$ cat src/rtl/modexp_pkg.sv
`timescale 1ns / 1ps
// ----------------------------------------------------------------------------
// Modular exponentiation package
// Shared types, constants and command/status structures.
// ----------------------------------------------------------------------------
package modexp_pkg;

  localparam int unsigned WIDTH         = 32;
  localparam int unsigned FERMAT_OFFSET = 2;

  typedef enum logic {
    OP_POWER   = 1'b0,
    OP_INVERSE = 1'b1
  } op_t;

  typedef struct packed {
    logic             opcode;
    logic [WIDTH-1:0] base;
    logic [WIDTH-1:0] exponent;
    logic [WIDTH-1:0] modulus;
  } in_beat_t;

  typedef struct packed {
    logic [WIDTH-1:0] result;
    logic             error;
  } out_beat_t;

  typedef enum logic [2:0] {
    ST_IDLE,
    ST_REDUCE,
    ST_MUL,
    ST_SQR,
    ST_NEXT,
    ST_DONE
  } state_t;

  // Commands from the controller to the datapath.
  typedef struct packed {
    logic load;       // capture a new beat
    logic red_step;   // one restoring step of the base reduction
    logic mul_start;  // start acc * b
    logic sqr_start;  // start b * b
    logic mul_step;   // one shift-add step of the multiplier
    logic mul_commit; // write multiplier result to acc
    logic sqr_commit; // write multiplier result to b
    logic exp_shift;  // advance to the next exponent bit
    logic out_load;   // load the output register
  } cmd_t;

  // Status from the datapath to the controller.
  typedef struct packed {
    logic red_done;
    logic mul_done;
    logic exp_bit;
    logic last_bit;
    logic bad;        // error case, no computation needed
  } sts_t;

endpackage

$ cat src/rtl/modexp_datapath.sv
`timescale 1ns / 1ps
// ----------------------------------------------------------------------------
// Modular exponentiation datapath
// Operand registers, bit-serial reducer and shift-add modular multiplier.
// ----------------------------------------------------------------------------
module modexp_datapath (
  input  logic                    clk,
  input  modexp_pkg::cmd_t        cmd,
  input  modexp_pkg::in_beat_t    in_beat,
  output modexp_pkg::sts_t        sts,
  output modexp_pkg::out_beat_t   out_beat
);

  localparam int unsigned WIDTH = modexp_pkg::WIDTH;
  localparam int unsigned CW    = $clog2(WIDTH + 1);

  logic [WIDTH-1:0] m;
  logic [WIDTH-1:0] b;
  logic [WIDTH-1:0] acc;
  logic [WIDTH-1:0] e;
  logic [CW-1:0]    bit_cnt;
  logic             bad;
  logic             zero_exp;

  // Reduction: restoring division remainder, one base bit per step.
  logic [WIDTH:0]   rem_sh;
  logic [WIDTH-1:0] red_src;
  logic [CW-1:0]    red_cnt;

  // Multiplier state.
  logic [WIDTH-1:0] ma;
  logic [WIDTH-1:0] mb;
  logic [WIDTH-1:0] macc;
  logic [CW-1:0]    mcnt;

  logic [WIDTH:0]   dbl;
  logic [WIDTH-1:0] dbl_r;
  logic [WIDTH:0]   sum;
  logic [WIDTH-1:0] sum_r;
  logic [WIDTH-1:0] m_eff;
  logic [WIDTH-1:0] exp_sel;

  // Modulus-derived values for a new beat.
  always_comb begin
    m_eff = in_beat.modulus;
    if (in_beat.opcode == modexp_pkg::OP_INVERSE) begin
      exp_sel = m_eff - WIDTH'(modexp_pkg::FERMAT_OFFSET);
    end else begin
      exp_sel = in_beat.exponent;
    end
  end

  // Add-mod steps of the multiplier: doubling then conditional add.
  always_comb begin
    dbl   = {1'b0, macc} + {1'b0, macc};
    dbl_r = (dbl >= {1'b0, m}) ? WIDTH'(dbl - {1'b0, m}) : dbl[WIDTH-1:0];
    sum   = {1'b0, dbl_r} + {1'b0, ma};
    if (mb[WIDTH-1]) begin
      sum_r = (sum >= {1'b0, m}) ? WIDTH'(sum - {1'b0, m}) : sum[WIDTH-1:0];
    end else begin
      sum_r = dbl_r;
    end
    rem_sh = {b, red_src[WIDTH-1]};
  end

  // Operand and counter registers.
  always_ff @(posedge clk) begin
    if (cmd.load) begin
      m        <= m_eff;
      e        <= exp_sel;
      b        <= '0;
      red_src  <= in_beat.base;
      red_cnt  <= '0;
      acc      <= WIDTH'(1);
      bit_cnt  <= '0;
      bad      <= (m_eff == '0) ||
                  ((in_beat.opcode == modexp_pkg::OP_INVERSE) &&
                   (m_eff < WIDTH'(modexp_pkg::FERMAT_OFFSET)));
      zero_exp <= (exp_sel == '0);
    end
    if (cmd.red_step) begin
      b       <= (rem_sh >= {1'b0, m}) ? WIDTH'(rem_sh - {1'b0, m}) : rem_sh[WIDTH-1:0];
      red_src <= red_src << 1;
      red_cnt <= red_cnt + CW'(1);
    end
    if (cmd.mul_start) begin
      ma   <= acc;
      mb   <= b;
      macc <= '0;
      mcnt <= '0;
    end
    if (cmd.sqr_start) begin
      ma   <= b;
      mb   <= b;
      macc <= '0;
      mcnt <= '0;
    end
    if (cmd.mul_step) begin
      macc <= sum_r;
      mb   <= mb << 1;
      mcnt <= mcnt + CW'(1);
    end
    if (cmd.mul_commit) begin
      acc <= macc;
    end
    if (cmd.sqr_commit) begin
      b <= macc;
    end
    if (cmd.exp_shift) begin
      e       <= e >> 1;
      bit_cnt <= bit_cnt + CW'(1);
    end
    if (cmd.out_load) begin
      out_beat.error  <= bad;
      out_beat.result <= bad ? '0 : acc;
    end
  end

  assign sts.red_done = (red_cnt == CW'(WIDTH));
  assign sts.mul_done = (mcnt == CW'(WIDTH));
  assign sts.exp_bit  = e[0];
  assign sts.last_bit = (bit_cnt == CW'(WIDTH - 1)) || zero_exp;
  assign sts.bad      = bad;

endmodule

$ cat src/rtl/modexp_ctrl.sv
`timescale 1ns / 1ps
// ----------------------------------------------------------------------------
// Modular exponentiation controller
// Sequences reduction, multiply and square steps and the beat handshake.
// ----------------------------------------------------------------------------
module modexp_ctrl (
  input  logic              clk,
  input  logic              rst,
  input  logic              in_valid,
  output logic              in_stall,
  output logic              out_valid,
  input  logic              out_stall,
  input  modexp_pkg::sts_t  sts,
  output modexp_pkg::cmd_t  cmd
);

  modexp_pkg::state_t state;
  modexp_pkg::state_t state_next;
  logic               out_valid_next;

  // State and output-valid registers.
  always_ff @(posedge clk) begin
    if (rst) begin
      state     <= modexp_pkg::ST_IDLE;
      out_valid <= 1'b0;
    end else begin
      state     <= state_next;
      out_valid <= out_valid_next;
    end
  end

  // Next state and commands.
  always_comb begin
    state_next     = state;
    cmd            = '0;
    out_valid_next = out_valid && out_stall;
    in_stall       = (state != modexp_pkg::ST_IDLE);
    case (state)
      modexp_pkg::ST_IDLE: begin
        if (in_valid) begin
          cmd.load   = 1'b1;
          state_next = modexp_pkg::ST_REDUCE;
        end
      end
      modexp_pkg::ST_REDUCE: begin
        if (sts.bad) begin
          state_next = modexp_pkg::ST_DONE;
        end else if (sts.red_done) begin
          if (sts.exp_bit) begin
            cmd.mul_start = 1'b1;
            state_next    = modexp_pkg::ST_MUL;
          end else begin
            cmd.sqr_start = 1'b1;
            state_next    = modexp_pkg::ST_SQR;
          end
        end else begin
          cmd.red_step = 1'b1;
        end
      end
      modexp_pkg::ST_MUL: begin
        if (sts.mul_done) begin
          cmd.mul_commit = 1'b1;
          cmd.sqr_start  = 1'b1;
          state_next     = modexp_pkg::ST_SQR;
        end else begin
          cmd.mul_step = 1'b1;
        end
      end
      modexp_pkg::ST_SQR: begin
        if (sts.mul_done) begin
          cmd.sqr_commit = 1'b1;
          state_next     = modexp_pkg::ST_NEXT;
        end else begin
          cmd.mul_step = 1'b1;
        end
      end
      modexp_pkg::ST_NEXT: begin
        if (sts.last_bit) begin
          state_next = modexp_pkg::ST_DONE;
        end else begin
          cmd.exp_shift = 1'b1;
          state_next    = modexp_pkg::ST_REDUCE;
        end
      end
      modexp_pkg::ST_DONE: begin
        if (!out_valid || !out_stall) begin
          cmd.out_load   = 1'b1;
          out_valid_next = 1'b1;
          state_next     = modexp_pkg::ST_IDLE;
        end
      end
      default: begin
        state_next = modexp_pkg::ST_IDLE;
      end
    endcase
  end

endmodule

$ cat src/rtl/modular_exponentiation.sv
`timescale 1ns / 1ps
// ----------------------------------------------------------------------------
// Modular exponentiation top level
// Square-and-multiply power and Fermat inverse modulo a 32-bit modulus.
// ----------------------------------------------------------------------------
// Sequence: 32 reduction steps of the base, then per exponent bit a multiply
// if the bit is set and a square (all 32 bits are walked), then the output load;
// a zero exponent finishes after the first bit, an error beat skips to the load.
// One beat at a time; a new beat is taken in the cycle after the result loads.
// Reset clears the controller and the output valid; payload is not reset.
module modular_exponentiation (
  input  logic                   clk,
  input  logic                   rst,
  input  logic                   in_valid,
  output logic                   in_stall,
  input  modexp_pkg::in_beat_t   in_data,
  output logic                   out_valid,
  input  logic                   out_stall,
  output modexp_pkg::out_beat_t  out_data
);

  modexp_pkg::cmd_t cmd;
  modexp_pkg::sts_t sts;

  modexp_ctrl u_ctrl (
    .clk       (clk),
    .rst       (rst),
    .in_valid  (in_valid),
    .in_stall  (in_stall),
    .out_valid (out_valid),
    .out_stall (out_stall),
    .sts       (sts),
    .cmd       (cmd)
  );

  modexp_datapath u_dp (
    .clk      (clk),
    .cmd      (cmd),
    .in_beat  (in_data),
    .sts      (sts),
    .out_beat (out_data)
  );

  // A stalled result beat holds its payload.
  a_out_hold: assert property (@(posedge clk) disable iff (rst)
    out_valid && out_stall |=> $stable(out_data))
    else $error("result changed while stalled");

  // Once a beat is taken the input stalls while it is worked on.
  a_busy: assert property (@(posedge clk) disable iff (rst)
    cmd.load |=> in_stall)
    else $error("input accepted while busy");

  // Error beats carry a zero result.
  a_err_zero: assert property (@(posedge clk) disable iff (rst)
    out_valid && out_data.error |-> out_data.result == '0)
    else $error("error beat with non-zero result");

endmodule
$ cat config.mk
export PLATFORM = sky130hd
export DESIGN_NAME = modular_exponentiation
export DESIGN_NICKNAME = d
export VERILOG_FILES = /design/src/rtl/modexp_pkg.sv /design/src/rtl/modexp_datapath.sv /design/src/rtl/modexp_ctrl.sv /design/src/rtl/modular_exponentiation.sv
export SDC_FILE = /design/constraint.sdc
export NUM_CORES = 1
export LEC_CHECK = 0
export BUFFER_PORTS_ARGS = -buffer_cell sky130_fd_sc_hd__clkbuf_2
export CAP_MARGIN = 5
export CELL_PAD_IN_SITES_DETAIL_PLACEMENT = 0
export CELL_PAD_IN_SITES_GLOBAL_PLACEMENT = 2
export CORE_ASPECT_RATIO = 1.2
export CORE_UTILIZATION = 25
export CTS_CLUSTER_DIAMETER = 120
export DETAILED_ROUTE_END_ITERATION = 16
export GPL_ROUTABILITY_DRIVEN = 0
export PLACE_DENSITY_LB_ADDON = 0.1
export RECOVER_POWER = 25
export SLEW_MARGIN = 20
export SYNTH_ARGS = -nofsm -noshare
export SYNTH_HDL_FRONTEND = slang
export SYNTH_SLANG_ARGS = --single-unit
$ cat constraint.sdc
create_clock -name clk -period 8.8 [get_ports clk]
set_input_delay 2.64 -clock clk [delete_from_list [all_inputs] [get_ports clk]]
set_output_delay 2.64 -clock clk [all_outputs]
set_load 0.01 [all_outputs]
==> impl_summary.txt, run 1 <==
----------------------------------------------------
[STA]
  RSZ-0062 raised after global routing ... no
  Highest attainable clock frequency ... 121.5 MHz
  Clock period minus final worst setup slack ... 8227 ps
  Post-route fraction of the period consumed by the critical path ... 0.9349
  Tightest Pin Transition ... 2721 ps
  Fin. max-slew vios ... 180
  Setup-failing EPs final ... 0
  Endpoints failing hold ... 0
  Clock tree skew after final layout ... 14.27 ps
  Setup slack after layout ... 572.9 ps
  Worst-case headroom to the max-slew limit ... -0.8142
  Setup tns final ... 0 ps

[Final layout]
  Post-route core utilization ... 0.2929
  Share of cells above drive strength 1 ... 0.1226
  Commonest cells after routing, fill and taps aside ... edfxtp_1 (306), nand2_1 (304), nor2_1 (147)
  Most frequent standard cell in the layout excluding fill and tap cells ... edfxtp_1
  Post-layout nets ... 2519
  Growth of design area from synthesis to finish ... 15.30%

[Setup path]
  Worst Setup End Kind ... register
  Worst setup SP type ... register
  Largest stage delay on the critical path ... 470 ps
  Arrival @ worst endpoint ... 8560 ps
  Cell depth of the worst flop-to-flop path ... 31
  Maximum fanout along the worst path ... 31
  WS Path Type ... reg2reg
  Data required time at the worst endpoint ... 9140 ps
  Slowest cell on the critical path ... edfxtp_1

[Floorplan]
  Row cnt ... 116
  IO Count ... 136
  Starting density of the core ... 0.2541
  Placeable core area ... 83890 sq um
  Die span in x ... 268.5 um
  Die area ... 86430 sq um
  Height of the die ... 321.8 um

[Detailed routing]
  Routed wl met2 ... 34950 um
  Total wirelength of the detailed-routed design ... 76700 um
  Top metal layer carrying routed signals ... met4
  Pre-antenna DRT Iters ... 6
  Via total after detailed routing ... 16890
  Routed via count divided by cell count ... 4.923
  WL met3 ... 2653 um
  DRC violation count after routing ... 0
  Detailed-route wire length on metal 1 ... 36910 um
  Number of nets with antenna violations after detailed routing ... 0
  Number of DRC markers in iteration 0 ... 968
  Detailed-route wire length per cell ... 22.36 um

[Clocking]
  Max Buffers Root-to-Sink ... 3
  CTS clock-pin slew for the worst setup and hold paths ... 60 ps
  TritonCTS Buffers ... 40
  Clock tree from TritonCTS ... done
  Clock latency reported for the late side of the worst-skew pair ... 580 ps
  PostCTS Resize Cnt ... 0
  Depth of the CTS H-tree ... 2
  CTS Hold Buffers Added ... 0
  Number of sinks driven by the clock tree ... 313
  # Post-CTS Setup Buffers ... 0
  Root buffer cell ... clkbuf_16

[Synthesis]
  Number of enable-type register cells in the synthesized netlist ... 306
  Mapped Avg Cell Area ... 9.885 sq um
  Post-synth design cell area ... 21310 sq um
  Sequential-to-total area share from yosys stat ... 0.4377
  Count of different cell masters after synthesis ... 93
  Count of mapped cells out of synthesis ... 2156
  Post-synthesis sequential element count ... 313
  Synth async-reset ratio ... 0
  Commonest register cell after synthesis ... edfxtp_1
  Post-synth net total ... 2395
  Yosys warning total ... 0

[Global route]
  Pin count of the biggest net entering global routing ... 59
  Vias in the first global route ... 17410
  GRT Util Overall ... 0.1785
  Global-route wire length before repair ... 114200 um
  Number of antenna violations at the first check in global routing ... 2
  Overall overflow remaining after global route ... 0

[Power and ir drop]
  Switching part of the total power ... 0.4527
  Internal power ... 0.005170 W
  Share of power burned in combinational logic ... 0.570
  Leakage component of the power ... 9.496 nW
  Post-route total power ... 0.009447 W
  PwrDens ... 384.5 nW/um^2
  Relative contribution of the clock network to total power ... 0.184
  Largest voltage drop on the vdd net ... 160.3 uV
  Share of power burned in registers ... 0.247
  Switching Power ... 0.004277 W

[Status]
  Run status ... finished with violations
  Violations in the final reports ... max-capacitance violations, max-slew violations

[Job]
  Maximum Capacitance Violations ... 5

[Min path]
  Path class of the lowest-slack min-delay path ... reg2reg
  Worst hold path depth ... 2

[Placed design]
  Setup slack at placement ... 503.9 ps
  PortBufs ... 135
  HPWL after DPL ... 58260 um

----------------------------------------------------
## flip-flops by register name, indices dropped and copies added (netlist names)
name              flops
u_dp.red_src         32
u_dp.mcnt             6
u_dp.macc            32
u_dp.ma              32
u_dp.bad              1
u_dp.out_beat        33
u_dp.m               32
u_dp.red_cnt          6
u_dp.mb              32
u_dp.bit_cnt          6
u_dp.e               32
u_dp.b               32
u_dp.zero_exp         1
u_ctrl.out_valid      1
u_dp.acc             32
u_ctrl.state          3
## stage by stage
stage          hold slack, ps  std cells  cell area [sq um]
2_1_floorplan           424.4       2156              21310
3_3_place_gp            448.0       3359              23330
3_5_place_dp            456.4       3359              23330
4_1_cts                 465.3       3429              24650
5_1_grt                 488.7       3429              24570
6_report                467.4       3430              24570
## worst max-delay path, delay by kind of cell, from the launching register on
| kind | cells | cell delay, ps |
|---|---|---|
| compound gates | 15 | 3070 |
| mux | 2 | 600 |
| fa+ha+maj | 3 | 1240 |
| flops | 1 | 470 |
| simple gates | 8 | 1860 |
| buf+inv | 3 | 710 |
## cell type report
cell class	count	area, sq um
sequential	313	9329
tap	1121	1403
fill	8980	59320
clock inverter	19	234.0
antenna	1	2.502
timing repair buffer	171	885.9
inverter	93	349.1
multi-input combinational	1661	11280
clock buffer	51	1095
## logic make-up after synthesis
family,Yosys count,share of synthesized area
simple gates,738,0.1616
compound gates,574,0.1868
flops,313,0.4377
buf+inv,182,0.03575
fa+ha+maj,138,0.08242
xor+xnor,135,0.05548
mux,76,0.04027
## Yosys cell counts, types with 49 or more instances
| library cell | n | area share |
|---|---|---|
| nand2_1 | 305 | 0.054 |
| a21oi_1 | 145 | 0.034 |
| nor2b_1 | 49 | 0.014 |
| ha_1 | 134 | 0.079 |
| nor2_1 | 148 | 0.026 |
| xor2_1 | 63 | 0.026 |
| nand3_1 | 49 | 0.012 |
| xnor2_1 | 72 | 0.030 |
| inv_1 | 92 | 0.016 |
| o21ai_0 | 98 | 0.023 |
| edfxtp_1 | 306 | 0.43 |
| clkbuf_1 | 62 | 0.011 |
## final timing paths
path / from / end / slack, ps
setup / recovery: u_dp.macc[1] / u_dp.macc[13] / 570
hold / removal: u_dp.e[31] / u_dp.e[31] / 470
setup reg to reg: u_dp.macc[1] / u_dp.macc[13] / 570
hold reg to reg: u_dp.e[31] / u_dp.e[31] / 470
## layer usage
metal	up-vias	track usage
li1	8244	-
met1	8223	0.2456
met2	332	0.2891
met3	87	0.02362
met4	0	0.05278
met5	-	0
## power groups by stage
stage / Clock [W] / Combinational (W) / Sequential, W
2_1_floorplan: 0 / 0.00398 / 0.00223
6_report: 0.00173 / 0.00538 / 0.00233
4_1_cts: 0.00180 / 0.00542 / 0.00234
3_5_place_dp: 0 / 0.00538 / 0.00236
3_3_place_gp: 0 / 0.00542 / 0.00236
5_1_grt: 0.00184 / 0.00599 / 0.00237
Note: power is estimated with default switching activity, not from simulation.
==> inputs of run 2 (changes only) <==
--- a/config.mk
+++ b/config.mk
@@ -5,6 +5,7 @@
 export SDC_FILE = /design/constraint.sdc
 export NUM_CORES = 1
 export LEC_CHECK = 0
+export ABC_AREA = 1
 export BUFFER_PORTS_ARGS = -buffer_cell sky130_fd_sc_hd__clkbuf_2
 export CAP_MARGIN = 5
 export CELL_PAD_IN_SITES_DETAIL_PLACEMENT = 0
@@ -16,7 +17,7 @@
 export GPL_ROUTABILITY_DRIVEN = 0
 export PLACE_DENSITY_LB_ADDON = 0.1
 export RECOVER_POWER = 25
-export SLEW_MARGIN = 20
+export SLEW_MARGIN = 40
 export SYNTH_ARGS = -nofsm -noshare
 export SYNTH_HDL_FRONTEND = slang
 export SYNTH_SLANG_ARGS = --single-unit
==> impl_summary.txt, run 2 <==
----------------------------------------------------
[STA]
  Setup-failing EPs final ... 0
  Endpoints failing hold ... 0
  Setup tns final ... 0 ps
  Post-route fraction of the period consumed by the critical path ... 0.8289
  Worst-case headroom to the max-slew limit ... -1.112
  Clock tree skew after final layout ... 36.52 ps
  Fin. max-slew vios ... 297
  Highest attainable clock frequency ... 137.1 MHz
  Clock period minus final worst setup slack ... 7294 ps
  Tightest Pin Transition ... 3169 ps
  RSZ-0062 raised after global routing ... no

[Synthesis]
  Count of mapped cells out of synthesis ... 3620
  Synth async-reset ratio ... 0
  Post-synth net total ... 3859
  Yosys warning total ... 0
  Cell types occupying the most area after synthesis ... edfxtp_1 (37%), nand2_1 (20%), inv_1 (8.6%)
  Area share of the largest cell type after synthesis ... 0.3685
  Post-synth design cell area ... 24930 sq um
  Sequential-to-total area share from yosys stat ... 0.3741
  Count leader, synth ... nand2_1
  Count of different cell masters after synthesis ... 50
  Top cell type by total area after synthesis ... edfxtp_1
  Top post-synthesis cells by count ... nand2_1 (1300), inv_1 (568), nor2_1 (342)
  Commonest register cell after synthesis ... edfxtp_1
  Number of enable-type register cells in the synthesized netlist ... 306
  Mapped Avg Cell Area ... 6.888 sq um
  Post-synthesis sequential element count ... 313

[Setup path]
  Largest stage delay on the critical path ... 490 ps
  Worst r2r src ... u_dp.m[8]
  Arrival @ worst endpoint ... 7620 ps
  Crit. Startpoint ... u_dp.m[8]
  Data required time at the worst endpoint ... 9130 ps
  Worst Setup End Kind ... register
  WS Path Type ... reg2reg
  Worst setup SP type ... register
  Critical path's most frequent cell ... nand2_1
  Maximum fanout along the worst path ... 32
  Slowest cell on the critical path ... xor2_1

[Detailed routing]
  DRC violation count after routing ... 0
  Detailed-route wire length per cell ... 23.56 um
  Pre-antenna DRT Iters ... 6
  Number of nets with antenna violations after detailed routing ... 0
  Number of DRC markers in iteration 0 ... 1638
  Via total after detailed routing ... 23660
  Routed via count divided by cell count ... 4.673
  Total wirelength of the detailed-routed design ... 119300 um

[Global route]
  Overall overflow remaining after global route ... 0
  GRT Util Overall ... 0.2345
  Pin count of the biggest net entering global routing ... 67
  Global-route wire length before repair ... 170800 um
  Vias in the first global route ... 24050
  Number of antenna violations at the first check in global routing ... 5

[Final layout]
  Max reg flops ... 33
  Growth of design area from synthesis to finish ... 13.69%
  Share of cells above drive strength 1 ... 0.06452
  Commonest cells after routing, fill and taps aside ... nand2_1 (1299), inv_1 (569), nor2_1 (337)
  Register bank with the most flops ... u_dp.out_beat
  Post-layout nets ... 3990
  Most frequent standard cell in the layout excluding fill and tap cells ... nand2_1

[Min path]
  Worst Min Path Start ... u_dp.e[31]
  Path class of the lowest-slack min-delay path ... reg2reg

[Placed design]
  PortBufs ... 135
  HPWL after DPL ... 98890 um

[Status]
  Violations in the final reports ... max-capacitance violations, max-slew violations
  Run status ... finished with violations

[Clocking]
  Depth of the CTS H-tree ... 2
  # Post-CTS Setup Buffers ... 0
  PostCTS Resize Cnt ... 0
  CTS clock-pin slew for the worst setup and hold paths ... 70 ps
  CTS Hold Buffers Added ... 0
  Number of sinks driven by the clock tree ... 313
  TritonCTS Buffers ... 42
  Max Buffers Root-to-Sink ... 3
  Clock latency reported for the late side of the worst-skew pair ... 620 ps
  Clock tree from TritonCTS ... done
  Root buffer cell ... clkbuf_16

[Floorplan]
  Die span in x ... 290.3 um
  Placeable core area ... 98530 sq um
  Height of the die ... 348.0 um
  Starting density of the core ... 0.2531
  Die area ... 101000 sq um
  Row cnt ... 126
  IO Count ... 136

[Job]
  Maximum Capacitance Violations ... 6

----------------------------------------------------
-- run 2: area by class of cell --
class,instances,area [sq um]
Timing Repair Buffer,167,855.8
Tap cell,1280,1602
Multi-Input combinational cell,2652,13110
Inverter,575,2158
Clock inverter,28,221.5
Sequential cell,313,9329
Fill cell,11090,70180
Antenna cell,1,2.502
Clock buffer,47,1070
-- run 2: final timing paths --
path / depth (start not counted) / endpoint / slack, ps
setup / recovery: 35 / u_dp.macc[6] / 1510
setup reg to reg: 35 / u_dp.macc[6] / 1510
hold reg to reg: 2 / u_dp.e[31] / 490
hold / removal: 2 / u_dp.e[31] / 490
-- run 2: layer usage --
layer / vias to the layer above / global-route usage / share of wire
li1: 11830 / - / -
met1: 11220 / 0.2875 / 0.43
met2: 483 / 0.4229 / 0.50
met3: 130 / 0.02043 / 0.031
met4: 2 / 0.08923 / 0.041
met5: - / 0 / 0.000075
-- run 2: worst max-delay path: cells and delay by family, from the launching register on --
| kind | cells | cell delay [ps] |
|---|---|---|
| buffers and inverters | 5 | 1040 |
| flip-flops | 1 | 370 |
| AO/OA/AOI/OAI | 2 | 340 |
| AND/OR/NAND/NOR | 24 | 3540 |
| XOR/XNOR | 1 | 490 |
| adder cells (fa/ha/maj) | 3 | 1150 |
-- run 2: logic make-up (layout without fill, tap and decap cells) --
logic type                 after synthesis  count (layout)  share of synthesized area
and+or+nand+nor                       2104            2104                     0.3526
buffers and inverters                  655             817                     0.1026
AOI/OAI and AO/OA                      332             332                    0.07271
DFF                                    313             313                     0.3741
adders and majority gates              138             138                    0.07045
xor gates and xnor gates                75              75                    0.02634
muxes                                    3               3                   0.001204
other                                    0               1                          0
-- run 2: metrics by stage --
stage	util	worst slack, ps	hold slack (ps)	cells	instance area (sq um)
final	0.2877	1506	490.4	5063	28350
after global routing	0.2877	1003	534.8	5062	28340
after CTS	0.2884	1530	493.2	5062	28410
after detailed placement	0.2753	1601	479.4	4987	27120
after global placement	0.2751	1509	481.1	4987	27110
after floorplan	-	2226	424.4	3620	24930
Power of run 2 is not shown: default switching activity piles up to over one toggle a cycle in this logic, so the estimate is an artifact.
==> inputs of run 3 (changes only) <==
==> constraint.sdc (replaced) <==
create_clock -name clk -period 6.9 [get_ports clk]
set_input_delay 2.07 -clock clk [delete_from_list [all_inputs] [get_ports clk]]
set_output_delay 2.07 -clock clk [all_outputs]
set_load 0.01 [all_outputs]
==> impl_summary.txt, run 3 (synthesis gave the netlist of run 2 again) <==
----------------------------------------------------
[Job]
  Maximum Capacitance Violations ... 3

[Detailed routing]
  Routed via count divided by cell count ... 4.671
  Pre-antenna DRT Iters ... 7
  WL met3 ... 3554 um
  Number of nets with antenna violations after detailed routing ... 0
  Via total after detailed routing ... 24170
  Total wirelength of the detailed-routed design ... 121100 um
  Detailed-route wire length per cell ... 23.40 um
  Number of DRC markers in iteration 0 ... 1680
  Top metal layer carrying routed signals ... met5
  Detailed-route wire length on metal 1 ... 51550 um
  DRC violation count after routing ... 0
  Routed wl met2 ... 61860 um

[Min path]
  Path class of the lowest-slack min-delay path ... reg2reg
  Worst Min Path Start ... u_dp.mb[27]
  Worst hold path depth ... 2

[Clocking]
  TritonCTS Buffers ... 42
  CTS Hold Buffers Added ... 0
  Clock latency reported for the late side of the worst-skew pair ... 630 ps
  Max Buffers Root-to-Sink ... 3
  CTS clock-pin slew for the worst setup and hold paths ... 60 ps
  Clock tree from TritonCTS ... done
  Number of sinks driven by the clock tree ... 313
  Root buffer cell ... clkbuf_16
  Depth of the CTS H-tree ... 2

[STA]
  Setup slack after layout ... 501.3 ps
  Clock period minus final worst setup slack ... 6399 ps
  Clock tree skew after final layout ... 50.10 ps
  Fin. max-slew vios ... 135
  Endpoints failing hold ... 0
  Highest attainable clock frequency ... 156.3 MHz
  Tightest Pin Transition ... 3355 ps
  Worst-case headroom to the max-slew limit ... -1.237
  Setup-failing EPs final ... 0
  RSZ-0062 raised after global routing ... no
  Post-route fraction of the period consumed by the critical path ... 0.9273

[Final layout]
  Commonest cells after routing, fill and taps aside ... nand2_1 (1299), inv_1 (567), nor2_1 (334)
  Most frequent standard cell in the layout excluding fill and tap cells ... nand2_1
  Register bank with the most flops ... u_dp.out_beat
  Post-layout nets ... 4099
  Growth of design area from synthesis to finish ... 18.35%
  Share of cells above drive strength 1 ... 0.09556
  Final design instance area without fill ... 29510 sq um
  Max reg flops ... 33

[Setup path]
  Worst Setup End Kind ... register
  Slowest cell on the critical path ... fa_1
  Maximum fanout along the worst path ... 16
  Crit. Startpoint ... u_dp.m[1]
  Data required time at the worst endpoint ... 7230 ps
  Cell depth of the worst flop-to-flop path ... 33
  Worst setup SP type ... register
  Largest stage delay on the critical path ... 470 ps
  Critical path's most frequent cell ... nand2_1
  Arrival @ worst endpoint ... 6730 ps
  Worst r2r src ... u_dp.m[1]
  WS Path Type ... reg2reg

[Global route]
  Overall overflow remaining after global route ... 0
  Pin count of the biggest net entering global routing ... 68
  Global-route wire length before repair ... 173600 um
  Number of antenna violations at the first check in global routing ... 5
  GRT Util Overall ... 0.2374
  Vias in the first global route ... 24580

[Floorplan]
  Placeable core area ... 98530 sq um
  Die area ... 101000 sq um
  Height of the die ... 348.0 um
  Starting density of the core ... 0.2531
  IO Count ... 136
  Die span in x ... 290.3 um
  Row cnt ... 126

[Placed design]
  Setup slack at placement ... 42.56 ps
  PortBufs ... 135
  Cell area after placement ... 28020 sq um
  HPWL after DPL ... 101900 um

[Status]
  Violations in the final reports ... max-capacitance violations, max-slew violations
  Run status ... finished with violations

----------------------------------------------------
==> run 3: cell count changes in the layout (fill, tap and decap cells not counted), moves of 3 or more <==
cell / before / now
buf_4: 25 / 122
buf_12: 0 / 10
ha_1: 134 / 125
clkinvlp_4: 9 / 3
ha_4: 0 / 6
clkbuf_8: 0 / 4
ha_2: 0 / 3
nor2_1: 337 / 334
nor2_2: 7 / 10
==> run 3: stage by stage <==
step | hold WS [ps] | utilization | cells | setup TNS [ps]
2_1_floorplan | 424.4 | - | 3620 | 0
3_3_place_gp | 492.6 | 0.2841 | 5090 | -54.51
3_5_place_dp | 498.3 | 0.2844 | 5091 | 0
4_1_cts | 514.4 | 0.2983 | 5168 | 0
5_1_grt | 516.9 | 0.2995 | 5173 | 0
6_report | 510.3 | 0.2995 | 5174 | 0
==> run 3: cell type report <==
class                           instances  area [sq um]
Clock inverter                         25         239.0
Tap cell                             1280          1602
Sequential cell                       313          9329
Fill cell                           11070         69020
Timing Repair Buffer                  276          1818
Antenna cell                            1         2.502
Inverter                              575          2161
Clock buffer                           52          1129
Multi-Input combinational cell       2652         13230
==> run 3: worst max-delay path: cells and delay by family (launching register included) <==
| family | cells | cell delay (ps) |
|---|---|---|
| AND/OR/NAND/NOR | 22 | 3080 |
| XOR/XNOR | 1 | 300 |
| buffers and inverters | 5 | 650 |
| AO/OA/AOI/OAI | 2 | 410 |
| adder cells (fa/ha/maj) | 3 | 1220 |
| flip-flops | 1 | 420 |
==> run 3: path summary, 6_finish.rpt <==
| kind | endpoint | slack (ps) |
|---|---|---|
| max | u_dp.macc[20] | 500 |
| min reg2reg | u_dp.mb[28] | 510 |
| max reg2reg | u_dp.macc[20] | 500 |
| min | u_dp.mb[28] | 510 |
==> run 3: routing by layer <==
layer / vias up / track usage
li1: 12040 / -
met1: 11530 / 0.2897
met2: 475 / 0.4381
met3: 119 / 0.01775
met4: 2 / 0.07686
met5: - / 0
==> run 3: repair_timing <==
| item | in CTS | in global routing |
|---|---|---|
| gates resized for setup | 1 | 23 |
| setup endpoints to repair | 8 | 32 |
| setup buffers | 0 | 5 |
| hold endpoints to repair | 0 | 0 |
| pin swaps | 0 | 1 |
Power of run 3 is left out for the same reason.
